**config.mk**
```make
export PLATFORM = sky130hd
export DESIGN_NAME = lcg_sample_mean_stddev
export DESIGN_NICKNAME = d
export VERILOG_FILES = /design/src/rtl/core/lsms_pkg.sv /design/src/rtl/core/lsms_ucode_rom.sv /design/src/rtl/core/lsms_seq.sv /design/src/rtl/core/lsms_datapath.sv /design/src/rtl/core/lcg_sample_mean_stddev.sv
export SDC_FILE = /design/constraint.sdc
export NUM_CORES = 2
export LEC_CHECK = 0
export BUFFER_PORTS_ARGS = -buffer_cell sky130_fd_sc_hd__buf_2
export CORE_MARGIN = 2
export CORE_UTILIZATION = 35
export CTS_BUF_LIST = sky130_fd_sc_hd__clkbuf_16
export DETAILED_ROUTE_END_ITERATION = 16
export GPL_ROUTABILITY_DRIVEN = 0
export HOLD_SLACK_MARGIN = 0.08
export PLACE_DENSITY_LB_ADDON = 0.08
export REMOVE_ABC_BUFFERS = 1
export SETUP_SLACK_MARGIN = 0.2
export SYNTH_ARGS = -nofsm -noshare
export SYNTH_HDL_FRONTEND = slang
export SYNTH_SLANG_ARGS = --single-unit
```
**constraint.sdc**
```tcl
create_clock -name i_clk -period 11.9 [get_ports i_clk]
set_input_delay 0 -clock i_clk [delete_from_list [all_inputs] [get_ports i_clk]]
set_output_delay 0 -clock i_clk [all_outputs]
set_load 0.03 [all_outputs]
```
**src/rtl/core/lsms_pkg.sv**
```systemverilog
// Shared types, constants and microcode encodings for the LCG mean/stddev block.
`timescale 1ns / 1ps
`default_nettype none

package lsms_pkg;

    localparam int W_X         = 24;            // generator value, config words
    localparam int W_N         = 15;            // sample count
    localparam int FRAC_BITS   = 24;            // fraction bits of the results
    localparam int MAX_SAMPLES = 16384;
    localparam int W_PROD      = 2 * W_X + 1;   // a*x + c
    localparam int W_S1        = 38;            // sum of x
    localparam int W_S2        = 62;            // sum of x*x
    localparam int W_V         = 76;            // divisor: m, n*m or (n*m)^2
    localparam int W_ACC       = W_V + 1;       // remainder / product accumulator
    localparam int W_Q         = 2 * FRAC_BITS; // quotient shift register
    localparam int W_IT        = 6;             // repeat counter
    localparam int W_PC        = 5;             // microcode address
    localparam int W_CFG_IDX   = 2;

    localparam logic [W_CFG_IDX-1:0] REG_MULT = 2'd0;
    localparam logic [W_CFG_IDX-1:0] REG_INCR = 2'd1;
    localparam logic [W_CFG_IDX-1:0] REG_MODU = 2'd2;

    localparam logic [W_X-1:0] RST_MULT = 24'd1366;
    localparam logic [W_X-1:0] RST_INCR = 24'd150889;
    localparam logic [W_X-1:0] RST_MODU = 24'd714025;

    // repeat counts, loaded as count minus one
    localparam logic [W_IT-1:0] IT_MOD  = W_IT'(W_PROD - 1);
    localparam logic [W_IT-1:0] IT_MEAN = W_IT'(FRAC_BITS - 1);
    localparam logic [W_IT-1:0] IT_SQR  = W_IT'(W_S1 - 1);
    localparam logic [W_IT-1:0] IT_NS2  = W_IT'(W_N - 1);
    localparam logic [W_IT-1:0] IT_VAR  = W_IT'(2 * FRAC_BITS - 1);
    localparam logic [W_IT-1:0] IT_ROOT = W_IT'(FRAC_BITS - 1);

    // program addresses that are jump targets
    localparam logic [W_PC-1:0] A_IDLE  = 5'd0;
    localparam logic [W_PC-1:0] A_LOOP  = 5'd4;
    localparam logic [W_PC-1:0] A_EMPTY = 5'd21;

    typedef enum logic [4:0] {
        OP_NOP,
        OP_START,
        OP_LCGMUL,
        OP_DIV,
        OP_SETX,
        OP_ACC,
        OP_DEN,
        OP_MEAN,
        OP_MACADD,
        OP_MVDEN2,
        OP_MACSUB,
        OP_LDNS2,
        OP_VARSET,
        OP_SQSET,
        OP_SQSTEP,
        OP_OUT,
        OP_OUTEMPTY
    } t_op;

    typedef enum logic [2:0] {
        J_NEXT,
        J_START,
        J_REPEAT,
        J_ZERO,
        J_LOOP,
        J_OUT,
        J_GOTO
    } t_jmp;

    typedef struct packed {
        t_op             op;
        t_jmp            jmp;
        logic [W_PC-1:0] target;
        logic            ld_iter;
        logic [W_IT-1:0] iter_val;
    } t_uword;

    typedef struct packed {
        logic [W_X-1:0] mult;
        logic [W_X-1:0] incr;
        logic [W_X-1:0] modu;
    } t_cfg;

    typedef struct packed {
        logic n_zero;   // saturated count is zero
        logic last;     // sample being summed is the final one
    } t_status;

endpackage

`default_nettype wire

```
**src/rtl/core/lsms_ucode_rom.sv**
```systemverilog
// Microcode program: one control word per step.
`timescale 1ns / 1ps
`default_nettype none

module lsms_ucode_rom (
    input  wire logic [lsms_pkg::W_PC-1:0] i_addr,
    output lsms_pkg::t_uword               o_uword
);
    import lsms_pkg::*;

    function automatic t_uword uw(t_op op, t_jmp jmp, logic [W_PC-1:0] target,
                                  logic ld, logic [W_IT-1:0] iv);
        t_uword w;
        w.op       = op;
        w.jmp      = jmp;
        w.target   = target;
        w.ld_iter  = ld;
        w.iter_val = iv;
        return w;
    endfunction

    always_comb begin
        case (i_addr)
            // wait for an item
            5'd0:    o_uword = uw(OP_START,    J_START,  A_IDLE,  1'b0, '0);
            // discarded first step
            5'd1:    o_uword = uw(OP_LCGMUL,   J_NEXT,   A_IDLE,  1'b1, IT_MOD);
            5'd2:    o_uword = uw(OP_DIV,      J_REPEAT, A_IDLE,  1'b0, '0);
            5'd3:    o_uword = uw(OP_SETX,     J_ZERO,   A_EMPTY, 1'b0, '0);
            // sample loop
            5'd4:    o_uword = uw(OP_LCGMUL,   J_NEXT,   A_IDLE,  1'b1, IT_MOD);
            5'd5:    o_uword = uw(OP_DIV,      J_REPEAT, A_IDLE,  1'b0, '0);
            5'd6:    o_uword = uw(OP_SETX,     J_NEXT,   A_IDLE,  1'b0, '0);
            5'd7:    o_uword = uw(OP_ACC,      J_LOOP,   A_LOOP,  1'b0, '0);
            // mean = S1 * 2^F / (n*m)
            5'd8:    o_uword = uw(OP_DEN,      J_NEXT,   A_IDLE,  1'b1, IT_MEAN);
            5'd9:    o_uword = uw(OP_DIV,      J_REPEAT, A_IDLE,  1'b0, '0);
            // (n*m)^2
            5'd10:   o_uword = uw(OP_MEAN,     J_NEXT,   A_IDLE,  1'b1, IT_SQR);
            5'd11:   o_uword = uw(OP_MACADD,   J_REPEAT, A_IDLE,  1'b0, '0);
            // n*S2 - S1^2
            5'd12:   o_uword = uw(OP_MVDEN2,   J_NEXT,   A_IDLE,  1'b1, IT_SQR);
            5'd13:   o_uword = uw(OP_MACSUB,   J_REPEAT, A_IDLE,  1'b0, '0);
            5'd14:   o_uword = uw(OP_LDNS2,    J_NEXT,   A_IDLE,  1'b1, IT_NS2);
            5'd15:   o_uword = uw(OP_MACADD,   J_REPEAT, A_IDLE,  1'b0, '0);
            // scaled variance quotient, then its root
            5'd16:   o_uword = uw(OP_VARSET,   J_NEXT,   A_IDLE,  1'b1, IT_VAR);
            5'd17:   o_uword = uw(OP_DIV,      J_REPEAT, A_IDLE,  1'b0, '0);
            5'd18:   o_uword = uw(OP_SQSET,    J_NEXT,   A_IDLE,  1'b1, IT_ROOT);
            5'd19:   o_uword = uw(OP_SQSTEP,   J_REPEAT, A_IDLE,  1'b0, '0);
            5'd20:   o_uword = uw(OP_OUT,      J_OUT,    A_IDLE,  1'b0, '0);
            5'd21:   o_uword = uw(OP_OUTEMPTY, J_OUT,    A_IDLE,  1'b0, '0);
            default: o_uword = uw(OP_NOP,      J_GOTO,   A_IDLE,  1'b0, '0);
        endcase
    end

endmodule

`default_nettype wire

```
**src/rtl/core/lsms_seq.sv**
```systemverilog
// Microcode sequencer: step counter, repeat counter and conditional jumps.
`timescale 1ns / 1ps
`default_nettype none

module lsms_seq (
    input  wire logic              i_clk,
    input  wire logic              i_rst_n,
    input  wire logic              i_in_valid,
    input  wire logic              i_out_free,
    input  wire lsms_pkg::t_status i_status,
    output lsms_pkg::t_op          o_op,
    output logic                   o_in_ready
);
    import lsms_pkg::*;

    logic [W_PC-1:0] r_pc, n_pc;
    logic [W_IT-1:0] r_iter, n_iter;
    logic [W_PC-1:0] w_pc_inc;
    t_uword          w_uw;

    lsms_ucode_rom u_rom (
        .i_addr  (r_pc),
        .o_uword (w_uw)
    );

    assign w_pc_inc   = r_pc + 5'd1;
    assign o_op       = w_uw.op;
    assign o_in_ready = (r_pc == A_IDLE);

    always_comb begin
        n_pc = w_pc_inc;
        case (w_uw.jmp)
            J_NEXT:   n_pc = w_pc_inc;
            J_START:  n_pc = i_in_valid ? w_pc_inc : r_pc;
            J_REPEAT: n_pc = (r_iter != '0) ? r_pc : w_pc_inc;
            J_ZERO:   n_pc = i_status.n_zero ? w_uw.target : w_pc_inc;
            J_LOOP:   n_pc = i_status.last ? w_pc_inc : w_uw.target;
            J_OUT:    n_pc = i_out_free ? w_uw.target : r_pc;
            J_GOTO:   n_pc = w_uw.target;
            default:  n_pc = A_IDLE;
        endcase
    end

    always_comb begin
        n_iter = r_iter;
        if (w_uw.ld_iter) begin
            n_iter = w_uw.iter_val;
        end else if (w_uw.jmp == J_REPEAT && r_iter != '0) begin
            n_iter = r_iter - 6'd1;
        end
    end

    always_ff @(posedge i_clk) begin
        if (!i_rst_n) begin
            r_pc   <= A_IDLE;
            r_iter <= '0;
        end else begin
            r_pc   <= n_pc;
            r_iter <= n_iter;
        end
    end

endmodule

`default_nettype wire

```
**src/rtl/core/lsms_datapath.sv**
```systemverilog
// Datapath: generator, running sums, shared multiplier and bit-serial units.
`timescale 1ns / 1ps
`default_nettype none

module lsms_datapath (
    input  wire logic                     i_clk,
    input  wire lsms_pkg::t_op            i_op,
    input  wire lsms_pkg::t_cfg           i_cfg,
    input  wire logic [lsms_pkg::W_X-1:0] i_seed,
    input  wire logic [lsms_pkg::W_N-1:0] i_sample_count,
    output lsms_pkg::t_status             o_status,
    output logic [lsms_pkg::W_X-1:0]      o_mean,
    output logic [lsms_pkg::W_X-1:0]      o_stddev
);
    import lsms_pkg::*;

    logic [W_X-1:0]   r_x, n_x;
    logic [W_N-1:0]   r_n, n_n;
    logic [W_N-1:0]   r_cnt, n_cnt;
    logic [W_S1-1:0]  r_s1, n_s1;
    logic [W_S2-1:0]  r_s2, n_s2;
    logic [W_ACC-1:0] r_rem, n_rem;   // remainder, accumulator, root operand
    logic [W_V-1:0]   r_v, n_v;       // divisor
    logic [W_ACC-1:0] r_mc, n_mc;     // multiplicand / dividend bits / root bit
    logic [W_S1-1:0]  r_mp, n_mp;     // multiplier bits
    logic [W_Q-1:0]   r_q, n_q;       // quotient / root
    logic [W_X-1:0]   r_mean, n_mean;

    logic [W_X-1:0]   w_m_eff;
    logic [W_N-1:0]   w_n_sat;
    logic [W_X-1:0]   w_mul_a, w_mul_b;
    logic [2*W_X-1:0] w_prod;
    logic [W_ACC-1:0] w_div_sh;
    logic             w_div_ge;
    logic [W_ACC-1:0] w_mac_add;
    logic [W_Q:0]     w_sq_t;
    logic             w_sq_ge;

    assign w_m_eff = (i_cfg.modu < 24'd2) ? 24'd2 : i_cfg.modu;
    assign w_n_sat = (i_sample_count > W_N'(MAX_SAMPLES)) ? W_N'(MAX_SAMPLES)
                                                          : i_sample_count;

    // one shared 24x24 multiplier
    always_comb begin
        case (i_op)
            OP_LCGMUL: begin
                w_mul_a = i_cfg.mult;
                w_mul_b = r_x;
            end
            OP_DEN: begin
                w_mul_a = W_X'(r_n);
                w_mul_b = w_m_eff;
            end
            default: begin
                w_mul_a = r_x;
                w_mul_b = r_x;
            end
        endcase
    end
    assign w_prod = w_mul_a * w_mul_b;

    // restoring division step; the remainder stays below the divisor
    assign w_div_sh  = {r_rem[W_ACC-2:0], r_mc[W_PROD-1]};
    assign w_div_ge  = (w_div_sh >= {1'b0, r_v});
    assign w_mac_add = r_mp[0] ? r_mc : '0;

    // square root step
    assign w_sq_t  = {1'b0, r_q} + {1'b0, r_mc[W_Q-1:0]};
    assign w_sq_ge = ({1'b0, r_rem[W_Q-1:0]} >= w_sq_t);

    always_comb begin
        n_x    = r_x;
        n_n    = r_n;
        n_cnt  = r_cnt;
        n_s1   = r_s1;
        n_s2   = r_s2;
        n_rem  = r_rem;
        n_v    = r_v;
        n_mc   = r_mc;
        n_mp   = r_mp;
        n_q    = r_q;
        n_mean = r_mean;
        case (i_op)
            OP_START: begin
                n_x   = i_seed;
                n_n   = w_n_sat;
                n_cnt = '0;
                n_s1  = '0;
                n_s2  = '0;
            end
            OP_LCGMUL: begin
                n_mc  = W_ACC'(W_PROD'(w_prod) + W_PROD'(i_cfg.incr));
                n_v   = W_V'(w_m_eff);
                n_rem = '0;
            end
            OP_DIV: begin
                n_rem = w_div_ge ? (w_div_sh - {1'b0, r_v}) : w_div_sh;
                n_q   = {r_q[W_Q-2:0], w_div_ge};
                n_mc  = r_mc << 1;
            end
            OP_SETX: begin
                n_x = r_rem[W_X-1:0];
            end
            OP_ACC: begin
                n_s1  = r_s1 + W_S1'(r_x);
                n_s2  = r_s2 + W_S2'(w_prod);
                n_cnt = r_cnt + 15'd1;
            end
            OP_DEN: begin
                n_v   = W_V'(w_prod[W_S1-1:0]);
                n_rem = W_ACC'(r_s1);
                n_mc  = '0;
                n_q   = '0;
            end
            OP_MEAN: begin
                n_mean = r_q[W_X-1:0];
                n_mc   = W_ACC'(r_v);
                n_mp   = r_v[W_S1-1:0];
                n_rem  = '0;
            end
            OP_MACADD: begin
                n_rem = r_rem + w_mac_add;
                n_mc  = r_mc << 1;
                n_mp  = r_mp >> 1;
            end
            OP_MVDEN2: begin
                n_v   = r_rem[W_V-1:0];
                n_rem = '0;
                n_mc  = W_ACC'(r_s1);
                n_mp  = r_s1;
            end
            OP_MACSUB: begin
                n_rem = r_rem - w_mac_add;
                n_mc  = r_mc << 1;
                n_mp  = r_mp >> 1;
            end
            OP_LDNS2: begin
                n_mc = W_ACC'(r_s2);
                n_mp = W_S1'(r_n);
            end
            OP_VARSET: begin
                n_mc = '0;
                n_q  = '0;
            end
            OP_SQSET: begin
                n_rem          = W_ACC'(r_q);
                n_q            = '0;
                n_mc           = '0;
                n_mc[W_Q-2]    = 1'b1;
            end
            OP_SQSTEP: begin
                if (w_sq_ge) begin
                    n_rem = W_ACC'(r_rem[W_Q-1:0] - w_sq_t[W_Q-1:0]);
                    n_q   = (r_q >> 1) + r_mc[W_Q-1:0];
                end else begin
                    n_q   = r_q >> 1;
                end
                n_mc = r_mc >> 2;
            end
            default: begin
            end
        endcase
    end

    always_ff @(posedge i_clk) begin
        r_x    <= n_x;
        r_n    <= n_n;
        r_cnt  <= n_cnt;
        r_s1   <= n_s1;
        r_s2   <= n_s2;
        r_rem  <= n_rem;
        r_v    <= n_v;
        r_mc   <= n_mc;
        r_mp   <= n_mp;
        r_q    <= n_q;
        r_mean <= n_mean;
    end

    assign o_status.n_zero = (r_n == '0);
    assign o_status.last   = ((r_cnt + 15'd1) == r_n);
    assign o_mean          = r_mean;
    assign o_stddev        = r_q[W_X-1:0];

endmodule

`default_nettype wire

```
**src/rtl/core/lcg_sample_mean_stddev.sv**
```systemverilog
// Top level: config registers, microcoded core and result register.
//
//  channel | direction | handshake                   | payload
//  --------+-----------+-----------------------------+--------------------------------------
//  cfg     | in        | i_cfg_valid / o_cfg_ready   | i_cfg_index, i_cfg_data
//  in      | in        | i_in_valid  / o_in_ready    | i_seed, i_sample_count
//  out     | out       | o_out_valid / i_out_ready   | o_mean_q24, o_stddev_q24, o_empty_error
//
// The sample count saturates at 16384. Each generator step reduces a*x + c by the
// modulus with a restoring division, one remainder bit per cycle, and the closing
// arithmetic follows the last sample; a zero count skips to the empty result.
// Synchronous active-low reset restores the register defaults and parks the
// sequencer at its idle step. A stalled result waits in the output register while
// the next item is accepted and run; the program only stalls when a new result
// is ready and the previous one has not been taken.
`timescale 1ns / 1ps
`default_nettype none

module lcg_sample_mean_stddev (
    input  wire logic                           i_clk,
    input  wire logic                           i_rst_n,
    // configuration writes
    input  wire logic                           i_cfg_valid,
    output logic                                o_cfg_ready,
    input  wire logic [lsms_pkg::W_CFG_IDX-1:0] i_cfg_index,
    input  wire logic [lsms_pkg::W_X-1:0]       i_cfg_data,
    // start items
    input  wire logic                           i_in_valid,
    output logic                                o_in_ready,
    input  wire logic [lsms_pkg::W_X-1:0]       i_seed,
    input  wire logic [lsms_pkg::W_N-1:0]       i_sample_count,
    // result items
    output logic                                o_out_valid,
    input  wire logic                           i_out_ready,
    output logic [lsms_pkg::W_X-1:0]            o_mean_q24,
    output logic [lsms_pkg::W_X-1:0]            o_stddev_q24,
    output logic                                o_empty_error
);
    import lsms_pkg::*;

    t_cfg           r_cfg;
    t_op            w_op;
    t_status        w_status;
    logic [W_X-1:0] w_mean, w_stddev;
    logic           w_out_free;
    logic           w_out_load;

    // config writes always land; the user must write them only while the block is idle, which it does not enforce
    assign o_cfg_ready = 1'b1;

    always_ff @(posedge i_clk) begin
        if (!i_rst_n) begin
            r_cfg.mult <= RST_MULT;
            r_cfg.incr <= RST_INCR;
            r_cfg.modu <= RST_MODU;
        end else if (i_cfg_valid) begin
            case (i_cfg_index)
                REG_MULT: r_cfg.mult <= i_cfg_data;
                REG_INCR: r_cfg.incr <= i_cfg_data;
                REG_MODU: r_cfg.modu <= i_cfg_data;
                default: begin
                end
            endcase
        end
    end

    // output slot is free when empty or being drained this cycle
    assign w_out_free = !o_out_valid || i_out_ready;

    lsms_seq u_seq (
        .i_clk      (i_clk),
        .i_rst_n    (i_rst_n),
        .i_in_valid (i_in_valid),
        .i_out_free (w_out_free),
        .i_status   (w_status),
        .o_op       (w_op),
        .o_in_ready (o_in_ready)
    );

    lsms_datapath u_dp (
        .i_clk          (i_clk),
        .i_op           (w_op),
        .i_cfg          (r_cfg),
        .i_seed         (i_seed),
        .i_sample_count (i_sample_count),
        .o_status       (w_status),
        .o_mean         (w_mean),
        .o_stddev       (w_stddev)
    );

    // the last program step holds until this load happens, so each item loads once
    assign w_out_load = (w_op == OP_OUT || w_op == OP_OUTEMPTY) && w_out_free;

    always_ff @(posedge i_clk) begin
        if (!i_rst_n) begin
            o_out_valid <= 1'b0;
        end else if (w_out_load) begin
            o_out_valid <= 1'b1;
        end else if (i_out_ready) begin
            o_out_valid <= 1'b0;
        end
    end

    always_ff @(posedge i_clk) begin
        if (w_out_load) begin
            if (w_op == OP_OUTEMPTY) begin
                o_mean_q24    <= '0;
                o_stddev_q24  <= '0;
                o_empty_error <= 1'b1;
            end else begin
                o_mean_q24    <= w_mean;
                o_stddev_q24  <= w_stddev;
                o_empty_error <= 1'b0;
            end
        end
    end

`ifndef SYNTHESIS
    // an accepted item moves the sequencer off its idle step
    a_start_leaves_idle: assert property (@(posedge i_clk) disable iff (!i_rst_n)
        (i_in_valid && o_in_ready) |=> !o_in_ready)
        else $error("sequencer stayed idle after accepting an item");

    // a pending result is never overwritten
    a_no_overwrite: assert property (@(posedge i_clk) disable iff (!i_rst_n)
        (w_out_load && o_out_valid) |-> i_out_ready)
        else $error("result register overwritten while pending");

    // empty runs report zero fields
    a_empty_zero: assert property (@(posedge i_clk) disable iff (!i_rst_n)
        (o_out_valid && o_empty_error) |-> (o_mean_q24 == '0 && o_stddev_q24 == '0))
        else $error("empty result carries nonzero fields");
`endif

endmodule

`default_nettype wire
```
# Word-level counts from Yosys, hierarchy flattened
# Memory sizes are Yosys's and may differ from the RTL's. A register that Yosys moved wholly into a read port is not among the register bits.
# Index checks and enable logic that the tools add are counted.
# Widths: inputs -> output; s select.
# classes
bitwise,0
n_reduce_logical,29
n_mul,1
shift,0
muxes,29
n_addsub,12
div_mod_pow,0
order_cmp,4
n_eq_ne,29
# op_table
cell,n
$pmux 77 s8,1
$pmux 77 s7,1
$mux 77,3
$pmux 76 s3,1
$pmux 38 s4,1
$pmux 48 s3,1
$pmux 62 s2,1
$pmux 24 s2,2
$add 77x77->77,1
$ge 77x76->1,1
$sub 77x76->77,1
$sub 77x77->77,1
$pmux 38 s2,1
$add 62x48->62,1
$add 48x24->49,1
$add 48x48->49,1
$ge 48x49->1,1
$sub 48x48->49,1
$add 47x48->48,1
$mul 24x24->48,1
$mux 24,2
$mux 48,1
$eq 5x4->1 const B,8
$add 38x24->38,1
39 further kinds,69
# word_totals
latch_bits,0
mem_bits_rw,0
word_cells,125
out_inout_bits,52
memories,1
input_bits,70
mem_bits_ro,576
register_bits,627
# memory_table
memory,depth,width,rd,rd_clocked_by_memory_dff,write_ports,line_no,source
(no name shown),32,18,1,1,0,lsms_ucode_rom.sv:23,case (i_addr)

# Depth between registers and ports, before layout
# logic_depth
depth_word,6
ltp_mapped,47

# Hierarchy
# From an unflattened synthesis, not the netlist that was laid out.
# hier_totals
hier_cells,8728
area_unflattened_um2,74048.5
# modules_own_cells
module,seq_area_each_um2,instances,cells_per_inst,area_each_um2
lsms_datapath,14804.2,1,8134,68169.1
lcg_sample_mean_stddev,2932.8,1,431,4521.8
lsms_seq,220.2,1,86,805.8
lsms_ucode_rom,0.0,1,77,551.8

# Worst setup path after synthesis
# Ideal clock, no wire load.
# synth_path
path_kind,register to register
startpoint,"register, netlist name u_seq.u_rom.o_uword[15]"
endpoint,"register u_dp.r_s2[60], data pin"
path_slack_ns,1.096
setup_time_ns,0.147
arrival_ns,10.657
stages_incl_launch_ff,42
required_time_ns,11.753
path_cell_list,dfxtp_1 > clkbuf_1 > nor2_1 > and2_1 > nand2_1 > clkbuf_1 > buf_1 > mux2i_1 > nor2_1 > fa_1 > fa_1 > inv_1 > fa_1 > inv_1 > fa_1 > inv_1 > fa_1 > inv_1 > [... 6 more ...] > a2111oi_0 > nor3_1 > nor3_2 > o21ai_2 > xor2_2 > ha_1 > clkbuf_1 > nand3_1 > nor4b_2 > or3b_1 > a311oi_2 > a31oi_1 > nor3_2 > and3b_1 > nor3_4 > nand2_2 > or3_1 > a21oi_1
# synth_via
elab_chain_cells,5
# synth_rtl
element,line_no,source
$eq 5x3->1 / $eq 5x2->1 (equally long branches),lsms_datapath.sv:45,case (i_op)
$pmux 24 s2 / $mux 24 (equally long branches),lsms_datapath.sv:45,
$mul 24x24->48,lsms_datapath.sv:60,assign w_prod = w_mul_a * w_mul_b;
$add 62x48->62,lsms_datapath.sv:106,n_s2 = r_s2 + W_S2'(w_prod);
$pmux 62 s2 *,lsms_datapath.sv:83,case (i_op)
end signal: assignment,lsms_datapath.sv:170,r_s2 <= n_s2;
end: declaration,lsms_datapath.sv:21,"logic [W_S2-1:0] r_s2, n_s2;"
# Every way passes the cells marked *; elsewhere a longest branch is shown, timed or not.
# A chain may end at the register's enable or synchronous reset.

# Worst setup path after layout
# layout_path
startpoint,register r_cfg[2] in the netlist's numbering
endpoint,"register u_dp.r_s2[58], data pin"
# layout_via
elab_chain_cells,6
# layout_rtl
element,line_no,source
start: declaration,lcg_sample_mean_stddev.sv:41,t_cfg r_cfg;
$lt 24x2->1,lsms_datapath.sv:39,assign w_m_eff = (i_cfg.modu < 24'd2) ? 24'd2 : i_cfg.modu;
$mux 24 *,lsms_datapath.sv:39,
$mux 24 *,lsms_datapath.sv:45,
$mul 24x24->48 *,lsms_datapath.sv:60,
$add 62x48->62 *,lsms_datapath.sv:106,
$pmux 62 s2 *,lsms_datapath.sv:83,
# Marked as above.

==> impl_results.md <==
- Status: finished, final reports clean
- Reg-to-Reg End: u_dp.r_s2[58]
- Crit path to: u_dp.r_s2[58]
- Most frequent cells in the layout: nand2_1, inv_1, nor2_1
- Initial antenna violation count: 11
- Routed wire length: just over 300,000 um
- H-Tree Depth: 3
- Area Overhead vs Synth: 11.0%
- Clock buffer count from CTS: slightly below 80
- R2R Setup Slk: a little under 0.5 ns
- IO Pins: 122
- Gate Count Post-Synth: around 8,600
- Fraction of registers with async set/reset: 0%
- Gr usage total: 28.3%
- Largest net degree at the start of global routing: around 100
- Post-DR wirelength/cell: around 27 um
- Most common cell after layout, fill and taps aside: nand2_1
- TritonCTS clock tree: yes
- Worst reg2reg startpoint: r_cfg[2]
- First-pass GRT wire length: between 400,000 and 500,000 um
- WHS: between 0.1 and 0.15 ns
- Slew headroom: between 10% and 20%
- Core area: about 210,000 um^2
- Prevailing post-synth register cell: edfxtp_1
- Slowest stage delay, CP: 0.55 ns
- Worst Setup SP: r_cfg[2]
- FF+latch count, synth: between 600 and 700
- Clock Skew: about 0.035 ns
- Most used cell, CP: fa_1
- Number of I/O port buffers: 120
- R2R cell count: 37
- Layout cells sized above 1: 7.50%
- Synth unique cells: approximately 110
- Chip height: between 400 and 500 um
- Worst-Skew Late Latency: just over 0.7 ns
- RSZ-0062 raised after global routing: false
- Final Setup Violations: 0
- Clock-pin slew on the worst setup and hold paths: 0.06 ns
- Number of detailed-route iterations in the first pass: 9
- Die W: roughly 460 um
- Sequential element share of the synthesized area: between 20% and 30%
- CTS Sinks: about 640
- Vias after detailed routing: approximately 67,000
- Initial drt markers: 7,272
- Gr ovfl total: 0
- Crit Path Class: flop to flop
- Max FO, Critical Path: 15
- Antenna Violating Nets Remaining: 0
- Final hold vios: 0
- Buf+Inv Stages, Crit Path: 5
- Avg Vias per Cell: about 5.8
- Count of pins over their slew limit: 0
- CP Data Arrival Time: ~12 ns
- DPL Wire Length: about 250,000 um
- Vias in the first global route: around 65,000
- Worst setup EP type: flop
- DRC errors left: 0
- Critical path required time: around 12 ns
- Crit-path slowest cell: fa_1
- Mapped Area: roughly 73,000 um^2
- Period utilization: between 90% and 100%
- Startpoint Class: flop
- WP depth: 37
- Worst Hold Launch: i_cfg_data[2]
- Max Clk Rate: between 80 and 90 MHz
- Yosys warnings: 0
- CTS max path bufs: 3
- Worst-margin pin slew: 1.31 ns
- CP delay by family, top: adder cells
- Worst Hold Class: input port to flop
- Initial core utilization: 35.2%
- Max-cap viol count: 0
- Number of synthesized flops with an enable pin: between 500 and 600
- Total die area: between 200,000 and 250,000 um^2
- Fin Setup TNS: 0 ns
- Period minus WS final: between 10 and 15 ns
- Placement Rows: ~170
- Nets: 9,801
- Root Driver: clkbuf_16
- Syn_area_per_cell: 8.49 um^2
-- area by class of cell --
class	count	area, um^2
fillers	21200	126000
multi-input cells	6700	50300
flip-flops and latches	643	18300
well taps	2788	3490
repair buffers	443	3330
inverters	796	2990
clock buffers	82	2050
clock inverters	61	409
diodes	2	5.00
-- routing by layer --
layer	vias up	share of wire (%)	global-route usage (%)
met4	2	4.0	9.87
met5	-	0.0059	0
met3	454	6.3	3.93
met2	2649	47	46.8
li1	30400	-	-
met1	33400	43	37.7
-- per-stage QoR --
step                instances  cell area, um^2  worst slack [ns]  utilization (%)
floorplan                8139            71100            -0.926                -
global placement        11300            77300             0.426             37.3
detailed placement      11300            77300             0.364             37.3
CTS                     11500            80700             0.310             39.0
global route            11500            80900             0.212             39.0
finish                  11500            80900             0.482             39.1
-- synthesized netlist by cell type (all sizes together) (207+ instances only) --
| cell | n | area, um^2 |
|---|---|---|
| a21o | 252 | 1890 |
| a21oi | 627 | 3160 |
| clkbuf | 384 | 1440 |
| edfxtp | 542 | 16300 |
| fa | 490 | 9810 |
| ha | 578 | 7230 |
| inv | 795 | 2980 |
| nand2 | 1108 | 4160 |
| nand3 | 207 | 1050 |
| nor2 | 781 | 2930 |
| o21ai | 395 | 1980 |
| xnor2 | 274 | 2410 |
| xor2 | 225 | 1990 |
-- kinds of logic after synthesis --
logic type | count (synthesis) | share of synthesized area [%]
other | 1 | 0.00515
AO/OA/AOI/OAI | 2158 | 19.6
buffers and inverters | 1243 | 6.46
multiplexers | 67 | 0.969
AND/OR/NAND/NOR | 2904 | 18.3
XOR/XNOR | 502 | 6.12
flip-flops | 643 | 25.1
adder cells (fa/ha/maj) | 1068 | 23.4
-- what timing repair did --
action,4_1_cts,5_1_grt
resized for setup,0,34
hold endpoints to repair,119,0
endpoints found under the setup margin,0,18
hold buffers,91,0
setup buffers,0,3
-- tightest hold or removal path: stages --
cell	delay (ns)
dlygate4sd3_1	0.52
buf_2	0.16
nand2_1	0.06
a21oi_1	0.05
-- registers in the layout (all words and copies together), names as in the netlist, 6 cells and up --
register / count
u_seq.r_iter: 6
u_dp.r_mc: 77
u_dp.r_s2: 62
o_mean_q24: 24
u_seq.u_rom.o_uword: 17
u_dp.r_n: 15
r_cfg: 72
u_dp.r_mp: 38
u_dp.r_v: 76
u_dp.r_rem: 76
u_dp.o_mean: 24
o_stddev_q24: 24
u_dp.r_cnt: 15
u_dp.r_s1: 38
u_dp.r_q: 48
u_dp.r_x: 24
-- worst min path at each step --
stage	end	cells past startpoint
floorplan	r_cfg[0]	1
global placement	r_cfg[33]	3
detailed placement	r_cfg[9]	3
CTS	r_cfg[3]	4
global route	r_cfg[25]	4
finish	r_cfg[26]	4
Power is not shown: default switching activity piles up to over one toggle a cycle in this logic, so the estimate is an artifact.
